==> src/hw/rtl/segment_line_intersection_assert.svh <==
// Assertion macros for the segment / clipping-line intersection block.
// Each macro expects clk and rst (synchronous, active high) in scope.
`ifndef SEGMENT_LINE_INTERSECTION_ASSERT_SVH
`define SEGMENT_LINE_INTERSECTION_ASSERT_SVH

// Same-cycle implication, checked outside reset.
`define SLI_ASSERT_IMPL(label, ante, cons, msg) \
  label: assert property (@(posedge clk) disable iff (rst) (ante) |-> (cons)) \
    else $error(msg);

// Next-cycle implication, checked outside reset.
`define SLI_ASSERT_NEXT(label, ante, cons, msg) \
  label: assert property (@(posedge clk) disable iff (rst) (ante) |=> (cons)) \
    else $error(msg);

`endif

==> src/hw/rtl/sli_skid.sv <==
// Output register with a skid slot, parting the pipeline from the master side.
// No package dependencies.
`timescale 1ns / 1ps

module sli_skid #(
  parameter int WIDTH = 66
) (
  input  logic             clk,
  input  logic             rst,
  input  logic             push,
  input  logic [WIDTH-1:0] push_data,
  output logic             room,
  output logic             out_valid,
  input  logic             out_ready,
  output logic [WIDTH-1:0] out_data
);

  logic             skid_valid;
  logic [WIDTH-1:0] skid_data;
  logic             load;

  // Output register may take a new word when empty or when being drained
  assign load = !out_valid || out_ready;
  assign room = !skid_valid;

  // Control: hold, refill from the skid slot, or catch the pipeline
  always_ff @(posedge clk) begin
    if (rst) begin
      out_valid  <= 1'b0;
      skid_valid <= 1'b0;
    end else if (load) begin
      out_valid  <= skid_valid || push;
      skid_valid <= 1'b0;
    end else if (push) begin
      skid_valid <= 1'b1;
    end
  end

  // Payload
  always_ff @(posedge clk) begin
    if (load) begin
      out_data <= skid_valid ? skid_data : push_data;
    end else if (push) begin
      skid_data <= push_data;
    end
  end

endmodule

==> config.mk <==
export PLATFORM = sky130hd
export DESIGN_NAME = sli_skid
export DESIGN_NICKNAME = d
export VERILOG_FILES = /design/src/hw/rtl/segment_line_intersection_assert.svh /design/src/hw/rtl/sli_skid.sv
export SDC_FILE = /design/constraint.sdc
export NUM_CORES = 1
export LEC_CHECK = 0
export ABC_AREA = 1
export BUFFER_PORTS_ARGS = -buffer_cell sky130_fd_sc_hd__buf_2
export CORE_ASPECT_RATIO = 1.75
export CORE_UTILIZATION = 50
export CTS_CLUSTER_DIAMETER = 80
export DETAILED_ROUTE_END_ITERATION = 7
export GPL_ROUTABILITY_DRIVEN = 1
export PLACE_DENSITY = 0.77
export SLEW_MARGIN = 20
export SYNTH_ARGS = -nofsm -noshare
export SYNTH_HDL_FRONTEND = slang
export SYNTH_SLANG_ARGS = --single-unit
==> constraint.sdc <==
create_clock -name clk -period 8.2 [get_ports clk]
set_input_delay 1.64 -clock clk [delete_from_list [all_inputs] [get_ports clk]]
set_output_delay 1.64 -clock clk [all_outputs]
set_load 0.02 [all_outputs]
==> results.py <==
metrics = {
    "run_status": {
        "status": "finished clean",
    },
    "power": {
        "clockPowerShare_pct": 44.5,
        "pwr-share-seq_pct": 48.1,
        "sw_frac_of_total_pct": 21.77,
        "cellLeakagePower_nw": 2.733,
        "power.switching_mw": 0.3650,
        "power.internal_mw": 1.312,
        "power_frac_comb_pct": 7.4,
        "power_density_mw_per_mm2": 268.2,
        "max-vdd-ir-drop_mv": 0.1887,
    },
    "worst_setup_path": {
        "cp.required_ns": 8.26,
        "worst-path-buf-inv": 3,
        "start_kind": "input port",
        "cp_max_fo": 67,
        "worstPathArrival_ns": 3.79,
        "crit_slowest_cell": "nor2_4",
        "cp_cell_sequence": "buf_2 > inv_1 > nand2_4 > nor2_4 > buf_4",
        "critical_path.max_stage_delay_ns": 0.90,
        "crit_type": "in2reg",
        "cp_top_family": "simple AND/OR/NAND/NOR gates",
        "end_kind": "flip-flop",
    },
    "sta": {
        "clock.fmax_ghz": 0.2684,
        "finalCritPeriodShare_pct": 45.43,
        "fin_ws_ns": 4.475,
        "setup_viol": 0,
        "tns_ns": 0,
        "fin_crit_ns": 3.725,
        "fin_skew_ns": 0.005306,
        "slew_headroom_pct": 39.25,
        "hold_viol_final": 0,
        "rsz0062_at_grt": "false",
        "finalMaxSlewViolations": 0,
        "tightest_slew_ns": 0.9113,
    },
    "yosys": {
        "yosys_warnings": 0,
        "synth_top_area_cell": "edfxtp_1",
        "synth.avg_cell_area_sq_um": 13.69,
        "synth_cell_types": 12,
        "syn-num-nets": 428,
        "synth_area_sq_mm": 0.004901,
        "synth_top_area_share_pct": 80.88,
        "yosys-top-cells-area": "edfxtp_1 (81%), nand2_1 (15%), buf_6 (1.1%)",
        "ys_seq_elements": 134,
        "syn_inst": 358,
        "ys_seq_area_share_pct": 81.70,
    },
    "grt": {
        "grt_pass1_wl_microns": 14630,
        "grt_antenna_before_repair": 1,
        "grt_use_met3_pct": 6.207,
        "use_met2_pct": 31.25,
        "grt_busiest_layer": "met2",
        "grt_max_degree": 69,
        "grt_pass1_vias": 3031,
        "grt_usage_pct": 19.33,
        "grt_overflow": 0,
        "use_met1_pct": 22.01,
    },
    "placed_design": {
        "place.gp.congestion": 0.7577,
        "hpwl_microns": 5563,
        "portBuffers": 137,
        "dp_worst_setup_slack_ns": 3.964,
    },
    "detailed_routing": {
        "vias": 3065,
        "drt_iter0_markers": 175,
        "wl_per_cell_microns": 14.29,
        "drc": 0,
        "wirelength_microns": 9103,
        "vias_per_cell": 4.812,
        "detail-route-antenna-nets": 0,
        "firstDrtPassIters": 5,
    },
    "cells_and_area": {
        "nets": 571,
        "drive_above_1_share_pct": 33.46,
        "syn_to_final_growth_pct": 27.57,
    },
    "clock_network": {
        "htree_levels": 4,
        "clock_path_buffers": 2,
        "clkLatencyLatePin_ns": 0.41,
        "postCtsResizedCells": 0,
        "numCtsBuffers": 17,
        "cts.sinks": 134,
        "clockRootBuffer": "clkbuf_16",
        "cts_hold_buffers": 0,
        "clk_pin_slew_ns": 0.06,
        "post_cts.repair.setup_buffers": 0,
        "cts_tree": "done",
    },
    "run": {
        "cap_viol_max_count": 0,
    },
    "die": {
        "die_area_sq_mm": 0.01022,
        "initial_core_util_pct": 51.76,
        "fp-row-count": 47,
        "core_sq_mm": 0.009468,
        "dieWidth_microns": 76.84,
        "num_io_pins": 138,
        "dieHeight_microns": 133.0,
    },
    "hold_path": {
        "hold_path.class": "reg2reg",
    },
}
-- final timing paths --
check                           slack, ns  depth (start not counted)            to         start
worst min register to register       0.51                          2   out_data[4]  skid_data[4]
worst max-delay path                 4.47                          5  skid_data[1]     out_ready
worst max register to register       5.49                          3  skid_data[1]     out_valid
worst min-delay path                 0.51                          2   out_data[4]  skid_data[4]
-- power by group through the flow --
| stage | registers, mW | logic [mW] | clock network (mW) |
|---|---|---|---|
| 2_1_floorplan | 0.861 | 0.0305 | 0 |
| 3_3_place_gp | 0.820 | 0.122 | 0 |
| 3_5_place_dp | 0.821 | 0.125 | 0 |
| 4_1_cts | 0.807 | 0.125 | 0.758 |
| 5_1_grt | 0.810 | 0.134 | 0.788 |
| 6_report | 0.807 | 0.124 | 0.746 |
-- flip-flops by register name (all words and copies together) (netlist names) --
register	cells
skid_data	66
skid_valid	1
out_data	66
out_valid	1
-- layer usage --
| metal | wire length, microns | up-vias |
|---|---|---|
| met4 | 297 | 0 |
| met1 | 3456 | 1418 |
| met5 | 0 | - |
| li1 | - | 1495 |
| met2 | 4777 | 130 |
| met3 | 572 | 22 |
-- area by class of cell --
| type | instances | area, sq um |
|---|---|---|
| Clock buffer | 18 | 429.2 |
| Timing Repair Buffer | 139 | 700.7 |
| Fill cell | 722 | 3216 |
| Inverter | 4 | 16.27 |
| Tap cell | 122 | 152.6 |
| Sequential cell | 134 | 4005 |
| Antenna cell | 1 | 2.502 |
| Clock inverter | 14 | 158.9 |
| Multi-Input combinational cell | 205 | 787.0 |
-- cell usage in the layout (no fill, tap or decap), drive strengths merged --
| cell | netlist | final |
|---|---|---|
| nand3 | 1 | 1 |
| clkinv | 0 | 9 |
| diode | 0 | 1 |
| nand2 | 200 | 200 |
| bufinv | 0 | 3 |
| nor2 | 3 | 3 |
| inv | 4 | 4 |
| clkbuf | 1 | 18 |
| o21ai | 1 | 1 |
| dfxtp | 2 | 2 |
| clkinvlp | 0 | 2 |
| edfxtp | 132 | 132 |
| buf | 14 | 139 |
-- kinds of logic (layout without fill, tap and decap cells) --
family / count (synthesis) / count (layout) / share of synthesized area [%]
DFF: 134 / 134 / 81.70
buffers and inverters: 19 / 175 / 2.553
AOI/OAI and AO/OA: 1 / 1 / 0.1020
other: 0 / 1 / 0
and+or+nand+nor: 204 / 204 / 15.65
-- worst min-delay path: stages, from the launching register on --
cell,delay [ns]
edfxtp_1,0.31
nand2_1,0.05
nand2_1,0.05
-- cells in the mapped netlist, drive strengths merged --
master and number:
nand3 1, o21ai 1, inv 4, edfxtp 132, buf 14, nand2 200
dfxtp 2, nor2 3, clkbuf 1
-- through the flow --
| step | cells | hold slack, ns | area, sq um | total power, mW | util (%) |
|---|---|---|---|---|---|
| 6_report | 637 | 0.5123 | 6252 | 1.677 | 66.04 |
| 5_1_grt | 637 | 0.5332 | 6252 | 1.732 | 66.04 |
| 4_1_cts | 636 | 0.5124 | 6248 | 1.691 | 66.00 |
| 3_5_place_dp | 604 | 0.5012 | 5660 | 0.9455 | 59.79 |
| 3_3_place_gp | 604 | 0.4965 | 5660 | 0.9418 | 59.79 |
| 2_1_floorplan | 358 | 0.4943 | 4901 | 0.8912 | - |
Note: power is estimated with default switching activity, not from simulation.
